--- src/sv/scfr_pkg.sv ---
// Shared types, constants and the CRC-8 step for the sync command frame receiver.
package scfr_pkg;

   localparam int unsigned BYTE_W = 8;

   localparam logic [BYTE_W-1:0] CRC_POLY      = 8'h07;
   localparam logic [BYTE_W-1:0] FIRST_SYNC_RST  = 8'hAA;
   localparam logic [BYTE_W-1:0] SECOND_SYNC_RST = 8'h55;

   // register index on the control port
   localparam logic REG_FIRST_SYNC  = 1'b0;
   localparam logic REG_SECOND_SYNC = 1'b1;

   localparam int unsigned CSR_ADDR_W = 3;
   localparam int unsigned CSR_DATA_W = 32;

   typedef enum logic [3:0] {
      PH_HUNT    = 4'b0001,
      PH_SECOND  = 4'b0010,
      PH_COMMAND = 4'b0100,
      PH_CHECK   = 4'b1000
   } scfr_phase_type;

   typedef struct packed {
      logic              valid;
      logic [BYTE_W-1:0] command;
      logic              crc_ok;
   } scfr_result_type;

   // One byte through CRC-8, MSB first, no reflection
   function automatic logic [BYTE_W-1:0] crc8_step(input logic [BYTE_W-1:0] crc,
                                                    input logic [BYTE_W-1:0] data);
      logic [BYTE_W-1:0] v;
      v = crc ^ data;
      for (int i = 0; i < BYTE_W; i++) begin
         if (v[BYTE_W-1]) begin
            v = {v[BYTE_W-2:0], 1'b0} ^ CRC_POLY;
         end else begin
            v = {v[BYTE_W-2:0], 1'b0};
         end
      end
      return v;
   endfunction

endpackage

--- src/sv/scfr_parse.sv ---
// Frame phase machine with running CRC-8 and held command.
module scfr_parse (
   input  logic                        clock,
   input  logic                        reset,
   input  logic                        fire,
   input  logic [scfr_pkg::BYTE_W-1:0] rx_byte,
   input  logic [scfr_pkg::BYTE_W-1:0] first_sync,
   input  logic [scfr_pkg::BYTE_W-1:0] second_sync,
   output scfr_pkg::scfr_result_type   result
);
   import scfr_pkg::*;

   scfr_phase_type    phase_ff, phase_in;
   logic [BYTE_W-1:0] crc_ff, crc_in;
   logic [BYTE_W-1:0] cmd_ff, cmd_in;
   logic [BYTE_W-1:0] crc_next;

   assign crc_next = crc8_step(crc_ff, rx_byte);

   always_comb begin
      phase_in       = phase_ff;
      crc_in         = crc_ff;
      cmd_in         = cmd_ff;
      result.valid   = 1'b0;
      result.command = cmd_ff;
      result.crc_ok  = (rx_byte == crc_ff);
      case (phase_ff)
         PH_HUNT: begin
            // crc is zero while hunting, so crc_next is the CRC of the sync byte
            if (rx_byte == first_sync) begin
               crc_in   = crc_next;
               phase_in = PH_SECOND;
            end else begin
               crc_in = '0;
            end
         end
         PH_SECOND: begin
            if (rx_byte == second_sync) begin
               crc_in   = crc_next;
               phase_in = PH_COMMAND;
            end else begin
               crc_in   = '0;
               phase_in = PH_HUNT;
            end
         end
         PH_COMMAND: begin
            cmd_in   = rx_byte;
            crc_in   = crc_next;
            phase_in = PH_CHECK;
         end
         PH_CHECK: begin
            result.valid = 1'b1;
            crc_in       = '0;
            phase_in     = PH_HUNT;
         end
         default: begin
            crc_in   = '0;
            phase_in = PH_HUNT;
         end
      endcase
      if (!fire) begin
         result.valid = 1'b0;
      end
   end

   always_ff @(posedge clock) begin
      if (reset) begin
         phase_ff <= PH_HUNT;
         crc_ff   <= '0;
      end else if (fire) begin
         phase_ff <= phase_in;
         crc_ff   <= crc_in;
      end
   end

   always_ff @(posedge clock) begin
      if (fire) begin
         cmd_ff <= cmd_in;
      end
   end

endmodule

--- src/sv/sync_crc8_command_frame_receiver_top.sv ---
// Top level of the sync-word command frame receiver with CRC-8 check.
//
// The receiver takes one received byte per word on the req_ channel and looks
// for a frame: the first sync byte, the second sync byte, one command byte and
// one check byte. A CRC-8 (polynomial 0x07, initial value zero, MSB first, no
// reflection, no final xor) runs over both sync bytes and the command. On the
// check byte one word leaves on the rsp_ channel carrying the command and
// crc_ok, which is high when the check byte equals the CRC; the receiver then
// hunts again whether the CRC matched or not. A wrong second sync byte drops
// back to hunting and is itself discarded, even if it equals the first sync
// byte. Bytes seen while hunting that are not the first sync byte are ignored.
// Timing: a byte is accepted every clock while the output is free. Each byte
// is held in an input register, the phase machine and byte-wide CRC update
// run while it sits there, and a completed frame lands in the output register
// at the edge that moves the check byte on out of the input register. A result
// held by a stalled rsp_ side blocks input: the input register takes at most
// one more byte and holds it, with req_stall high, until the output word is
// taken. Sync bytes are set through the APB port: first_sync at 0x0 (reset
// 0xAA), second_sync at 0x4 (reset 0x55); write them only while the receiver
// is idle.
module sync_crc8_command_frame_receiver_top (
   input  logic                            clock,
   input  logic                            reset,
   // received bytes
   input  logic                            req_valid,
   output logic                            req_stall,
   input  logic [scfr_pkg::BYTE_W-1:0]     req_rx_byte,
   // completed frames
   output logic                            rsp_valid,
   input  logic                            rsp_stall,
   output logic [scfr_pkg::BYTE_W-1:0]     rsp_command,
   output logic                            rsp_crc_ok,
   // control registers
   input  logic                            csr_psel,
   input  logic                            csr_penable,
   input  logic                            csr_pwrite,
   input  logic [scfr_pkg::CSR_ADDR_W-1:0] csr_paddr,
   input  logic [scfr_pkg::CSR_DATA_W-1:0] csr_pwdata,
   output logic [scfr_pkg::CSR_DATA_W-1:0] csr_prdata,
   output logic                            csr_pready
);
   import scfr_pkg::*;

   // sync byte registers
   logic [BYTE_W-1:0] first_sync_ff, first_sync_in;
   logic [BYTE_W-1:0] second_sync_ff, second_sync_in;
   logic              csr_write;
   logic              csr_index;

   // input register
   logic              s1_valid_ff, s1_valid_in;
   logic [BYTE_W-1:0] s1_byte_ff;

   // output register
   logic              rsp_valid_ff, rsp_valid_in;
   logic [BYTE_W-1:0] rsp_command_ff;
   logic              rsp_crc_ok_ff;

   logic              req_accept;
   logic              advance;
   scfr_result_type   result;

   // --- control port: zero wait states, index is the word address
   assign csr_pready = 1'b1;
   assign csr_write  = csr_psel & csr_penable & csr_pwrite;
   assign csr_index  = csr_paddr[2];

   always_comb begin
      first_sync_in  = first_sync_ff;
      second_sync_in = second_sync_ff;
      if (csr_write) begin
         case (csr_index)
            REG_FIRST_SYNC:  first_sync_in  = csr_pwdata[BYTE_W-1:0];
            REG_SECOND_SYNC: second_sync_in = csr_pwdata[BYTE_W-1:0];
            default: begin
               first_sync_in = first_sync_ff;
            end
         endcase
      end
   end

   always_comb begin
      case (csr_index)
         REG_FIRST_SYNC:  csr_prdata = {{(CSR_DATA_W-BYTE_W){1'b0}}, first_sync_ff};
         REG_SECOND_SYNC: csr_prdata = {{(CSR_DATA_W-BYTE_W){1'b0}}, second_sync_ff};
         default:         csr_prdata = '0;
      endcase
   end

   always_ff @(posedge clock) begin
      if (reset) begin
         first_sync_ff  <= FIRST_SYNC_RST;
         second_sync_ff <= SECOND_SYNC_RST;
      end else begin
         first_sync_ff  <= first_sync_in;
         second_sync_ff <= second_sync_in;
      end
   end

   // --- byte flow: advance the input register whenever the output can take
   //     a word this edge (empty, or its word is being taken)
   assign advance    = s1_valid_ff & (~rsp_valid_ff | ~rsp_stall);
   assign req_stall  = s1_valid_ff & ~advance;
   assign req_accept = req_valid & ~req_stall;
   assign s1_valid_in = req_accept | (s1_valid_ff & ~advance);

   always_ff @(posedge clock) begin
      if (reset) begin
         s1_valid_ff <= 1'b0;
      end else begin
         s1_valid_ff <= s1_valid_in;
      end
   end

   always_ff @(posedge clock) begin
      if (req_accept) begin
         s1_byte_ff <= req_rx_byte;
      end
   end

   // --- phase machine and CRC; state moves only when the byte advances
   scfr_parse u_parse (
      .clock       (clock),
      .reset       (reset),
      .fire        (advance),
      .rx_byte     (s1_byte_ff),
      .first_sync  (first_sync_ff),
      .second_sync (second_sync_ff),
      .result      (result)
   );

   // --- output register: load on a finished frame, drop when taken, else hold
   always_comb begin
      if (advance) begin
         rsp_valid_in = result.valid;
      end else if (!rsp_stall) begin
         rsp_valid_in = 1'b0;
      end else begin
         rsp_valid_in = rsp_valid_ff;
      end
   end

   always_ff @(posedge clock) begin
      if (reset) begin
         rsp_valid_ff <= 1'b0;
      end else begin
         rsp_valid_ff <= rsp_valid_in;
      end
   end

   always_ff @(posedge clock) begin
      if (result.valid) begin
         rsp_command_ff <= result.command;
         rsp_crc_ok_ff  <= result.crc_ok;
      end
   end

   assign rsp_valid   = rsp_valid_ff;
   assign rsp_command = rsp_command_ff;
   assign rsp_crc_ok  = rsp_crc_ok_ff;

endmodule

--- config.mk ---
export PLATFORM = sky130hd
export DESIGN_NAME = sync_crc8_command_frame_receiver_top
export DESIGN_NICKNAME = d
export VERILOG_FILES = /design/src/sv/scfr_pkg.sv /design/src/sv/scfr_parse.sv /design/src/sv/sync_crc8_command_frame_receiver_top.sv
export SDC_FILE = /design/constraint.sdc
export NUM_CORES = 1
export LEC_CHECK = 0
export BUFFER_PORTS_ARGS = -buffer_cell sky130_fd_sc_hd__buf_2
export CORE_UTILIZATION = 30
export DETAILED_ROUTE_END_ITERATION = 8
export SLEW_MARGIN = 20
export SYNTH_ARGS = -nofsm -noshare
export SYNTH_HDL_FRONTEND = slang
export SYNTH_HIERARCHICAL = 1
export SYNTH_SLANG_ARGS = --single-unit
--- constraint.sdc ---
create_clock -name clock -period 2.5 [get_ports clock]
set_input_delay 0.25 -clock clock [delete_from_list [all_inputs] [get_ports clock]]
set_output_delay 0.25 -clock clock [all_outputs]
set_load 0.01 [all_outputs]
======== Word level (Yosys, flattened, before mapping) ========
Index checks and enable logic that the tools add are counted.
storage, ports and cells
  register bits after elaboration ......... 55
  bits of input ports ..................... 50
  output and inout port bits .............. 44
  logic and storage cells ................. 63
cells by class
  eq/ne operators ......................... 9
  mux-type cells .......................... 19
  bitwise operators ....................... 21
  reductions and logical operators ........ 4
operators with widths
  kind                  count
  $pmux W32 S2          1
  $mux W3               9
  $eq A8 B8 Y1          3
  $not A3 Y3            8
  $pmux W8 S3           1
  $mux W8               2
  $pmux W4 S3           1
  $reduce_and A2 Y1     4
  $xor A8 B8 Y8         1
  $and A1 B1 Y1         5
  $not A1 Y1            5
  $eq A4 B1 Y1 const B  1
  $eq A4 B2 Y1 const B  1
  $eq A4 B3 Y1 const B  1
  $eq A4 B4 Y1 const B  1
  $mux W1               4
  $mux W4               1
  $ne A2 B1 Y1 const B  2
  $or A1 B1 Y1          2

======== Longest topological paths before layout ========
  depth in word-level cells ............... 19
  gate-level depth with buffers ........... 6
  gate-level depth less buffers ........... 6

======== Hierarchy ========
The synthesis kept the hierarchy.
by module, submodules not included
  module                                instances  cells an instance  area each (µm²)  sequential area each (µm²)
  sync_crc8_command_frame_receiver_top  1          134                1581.5           870.8
  scfr_parse                            1          112                1169.9           480.5

======== Least setup slack after synthesis ========
No wires, ideal clock.
  path type ............................... reg2reg
  from .................................... reg rsp_valid_ff (netlist: rsp_valid)
  to ...................................... reg u_parse.phase_ff[0]
  library setup time ...................... 0.120 ns
  arrival time ............................ 1.680 ns
  required time ........................... 2.380 ns
  slack ................................... 0.700 ns
  stages on the path, launching flop included .. 7
  path buffers ............................ 0
  clock period less this slack ............ 1.800 ns
  cells stage by stage .................... dfxtp_1 > a21boi_0 > or3b_1 > nor4b_1 > nand4_1 > nand3_2 > o21bai_1
on the way
  longest elaborated chain between the ends .. 4
RTL lines
  item                         line                                         RTL
  start, declared              sync_crc8_command_frame_receiver_top.sv:55   logic rsp_valid_ff, rsp_valid_in;
  start signal, assigned       sync_crc8_command_frame_receiver_top.sv:147  rsp_valid_ff <= rsp_valid_in;
  $not A1 Y1                   sync_crc8_command_frame_receiver_top.sv:102  assign advance = s1_valid_ff & (~rsp_valid_ff | ~rsp_stall);
  $or A1 B1 Y1                 sync_crc8_command_frame_receiver_top.sv:102
  $and A1 B1 Y1                sync_crc8_command_frame_receiver_top.sv:102
  via advance                  sync_crc8_command_frame_receiver_top.sv:60   logic advance;
  $reduce_and A2 Y1 (no line)  -
  end signal, assigned         scfr_parse.sv:71                             phase_ff <= phase_in;
  end, declared                scfr_parse.sv:13                             scfr_phase_type phase_ff, phase_in;
The timed path passes the listed nets, and every way through them passes these cells.
A chain may end at the register's enable or synchronous reset.

======== Final worst setup path ========
  from .................................... reg s1_valid_ff
  to ...................................... reg u_parse.phase_ff[0]
on the way
  longest elaborated chain between the ends .. 2
RTL lines
  item                         line                                         RTL
  start, declared              sync_crc8_command_frame_receiver_top.sv:51   logic s1_valid_ff, s1_valid_in;
  start signal, assigned       sync_crc8_command_frame_receiver_top.sv:111  s1_valid_ff <= s1_valid_in;
  $and A1 B1 Y1                sync_crc8_command_frame_receiver_top.sv:102
  via advance                  sync_crc8_command_frame_receiver_top.sv:60
  $reduce_and A2 Y1 (no line)  -
The timed path passes the listed nets, and every way through them passes these cells.

==> metrics.txt <==
number of port buffers=42; Resize count post-CTS=0; R2R setup slack=0.50 ns; Sw Share=26.24%; Reg-to-Reg End=u_parse/phase_ff[0]$_SDFFE_PP1P_; total power=1.710 mW; Slew HR=43.66%; worst setup path class=flop to flop; DIE AREA=9558 µm²; Rows=34; crit path DAT=2.20 ns; largest net degree at the start of global routing=55; sequential share of power=57.6%; DR WL/cell=12.78 µm; Final Cycle Share=80.12%; design area=3043 µm²; starting density of the core=31.24%; Critical Path End Type=flop; Pleak=1.259 nW; Total GRT Usage=11.08%; layout cells sized above 1=21.68%; Via-to-Cell Ratio=4.322; die height=97.77 µm; final setup TNS=0 ns; area of the core=8806 µm²; Switch Pwr=448.7 µW; ys flop type=dfxtp_1; Post CTS Setup Buffer Count=0; CP delay by family, top=simple AND/OR/NAND/NOR gates; Final Net Count=337; Worst path depth=6; Sink Count=55; Post-route DRC=16; Die Width=97.77 µm; FFs w/ async S/R, synth=0%; Cells after Synth=246; initial antenna violation count=0; outcome=complete, but fails checks; Hold Path Class=primary input to flop; CP Data Required Time=2.70 ns; Max Freq=499.2 MHz; Yosys top cell by area=edfxtp_1; Avg Cell Area, Syn=11.18 µm²; Synth-to-Final Area Change=10.60%; Final Skew=0.003721 ns; Area contributors post-synth=edfxtp_1 27%, dfxtp_1 22%, buf_4 6.8%; Max Root-Sink Buffers=2; Tmin final=2.003 ns; total iterations of the first detailed-routing run=6; crit start category=flop; top-area cell type share of the netlist area=27.29%; placed cell areas=2947 µm²; Buf/Inv on CP=0; post-synthesis sequential area ratio=49.11%; Detail Placement HPWL=3727 µm; CTS root buf=clkbuf_8; synthesis warning total=6; Internal=1.261 mW; CTS Buf Count=5; final hold violation count=0; Mapped Area=2751 µm²; Util after Layout=34.56%; EDFF count, synth=25; ANT nets after route=0; diodes inserted=0; clk slew on worst S/H paths=0.10 ns; DRT iter0 DRCs=92; most frequent cells in the layout=42 x buf_2, 30 x nor2_1, 30 x dfxtp_1; Synth Register Bits=55; reg2reg start=s1_valid_ff$_SDFF_PP0_; Via Count=1,703; crit path cell chain=a21boi_0 > or3b_1 > nor4b_1 > nand4_1 > nand3_2 > o21bai_1; slowest cell on the critical path=or3b_1; worst-path maximum fanout=9; Critical Path Sink=u_parse/phase_ff[0]$_SDFFE_PP1P_; Crit path largest cell delay=0.42 ns; global-route wire length before repair=8466 µm; crit path launch=s1_valid_ff$_SDFF_PP0_; Max Slew Vio Count=0; failing checks=design-rule violations; CTS H-tree depth=2; Logic pwr share=12.3%; Routed WL=5037 µm; Max Cap Viol=0; Slew @ Worst Pin=0.8451 ns; unrepaired setup endpoints after global routing=false; Yosys cell types=31; Hold-fix buffers, CTS=0; leading cell type in the layout, fill and taps excluded=buf_2; Remaining Overflow, GRT=0; path depth of the worst reg2reg path=6; Clk pwr share=30.1%; Clock Latency Late Sink=0.30 ns; CTS tree=yes; Final Setup Violations=0; io pins=94; vias in the first global route=1,661; VDD IR-drop max=0.0003310 V; Power per Cell Area=562.0 nW/µm²; gpl congestion=0.7156
## routing by layer
metal,global-route usage [%],share of wire [%],up-vias
met5,0,0,-
met2,18.55,47,49
li1,-,-,862
met3,2.792,4.6,5
met1,14.32,48,787
met4,2.797,1.2,0
## cell usage after synthesis, types with 6 or more instances
master,number
a21o_1,8
buf_4,25
clkbuf_1,6
dfxtp_1,30
edfxtp_1,25
mux2_2,8
mux2i_1,16
nand2b_1,19
nor2_1,30
nor3b_1,9
xnor2_1,16
xor2_1,19
## layout make-up
cell class | count | area, µm²
clock buffers | 5 | 68.82
inverters | 4 | 15.01
fillers | 874 | 5763
repair buffers | 43 | 217.7
clock inverters | 3 | 27.53
well taps | 108 | 135.1
multi-input cells | 176 | 1227
flip-flops and latches | 55 | 1351
## power by group through the flow
stage	clock (mW)	sequential, mW	combinational, mW
after floorplan	0	0.994	0.189
after global placement	0	1.01	0.208
after detailed placement	0	1.01	0.210
after CTS	0.541	0.986	0.212
after global routing	0.574	0.988	0.238
final	0.514	0.985	0.211
## cell families (layout without fill, tap and decap cells)
| group | count (synthesis) | after routing | share of synthesized area (%) |
|---|---|---|---|
| simple gates | 73 | 73 | 14.92 |
| buf+inv | 38 | 55 | 9.413 |
| xor+xnor | 37 | 37 | 12.55 |
| flops | 55 | 55 | 49.11 |
| mux | 24 | 24 | 9.095 |
| fa+ha+maj | 2 | 2 | 0.9094 |
| other cells | 2 | 25 | 0.2730 |
| compound gates | 15 | 15 | 3.729 |
## sequential cells by signal (all words and copies together), names as in the netlist
name	flops
first_sync_ff	8
rsp_command	8
rsp_crc_ok	1
rsp_valid	1
s1_byte_ff	8
s1_valid_ff	1
second_sync_ff	8
u_parse/cmd_ff	8
u_parse/crc_ff	8
u_parse/phase_ff	4
## worst min-delay path by stage
stage                                 from                  endpoint  slack, ns  cells after the start
2_1_floorplan               req_rx_byte[0]   s1_byte_ff[0]$_DFFE_PP_       0.35                      0
3_3_place_gp   u_parse/cmd_ff[3]$_DFFE_PP_  rsp_command[3]$_DFFE_PP_       0.41                      0
3_5_place_dp   u_parse/cmd_ff[5]$_DFFE_PP_  rsp_command[5]$_DFFE_PP_       0.41                      0
4_1_cts                     req_rx_byte[2]   s1_byte_ff[2]$_DFFE_PP_        0.1                      1
5_1_grt                     req_rx_byte[2]   s1_byte_ff[2]$_DFFE_PP_       0.10                      1
6_report                    req_rx_byte[2]   s1_byte_ff[2]$_DFFE_PP_       0.11                      1
## stage by stage
step	hold slack [ns]	instances	setup slack, ns
after floorplan	0.3489	269	0.7000
after global placement	0.4066	386	0.5235
after detailed placement	0.4052	386	0.5247
after CTS	0.09782	394	0.5111
after global routing	0.1042	394	0.2708
final	0.1118	394	0.4969
No activity file was read; power rests on OpenSTA's default activity.
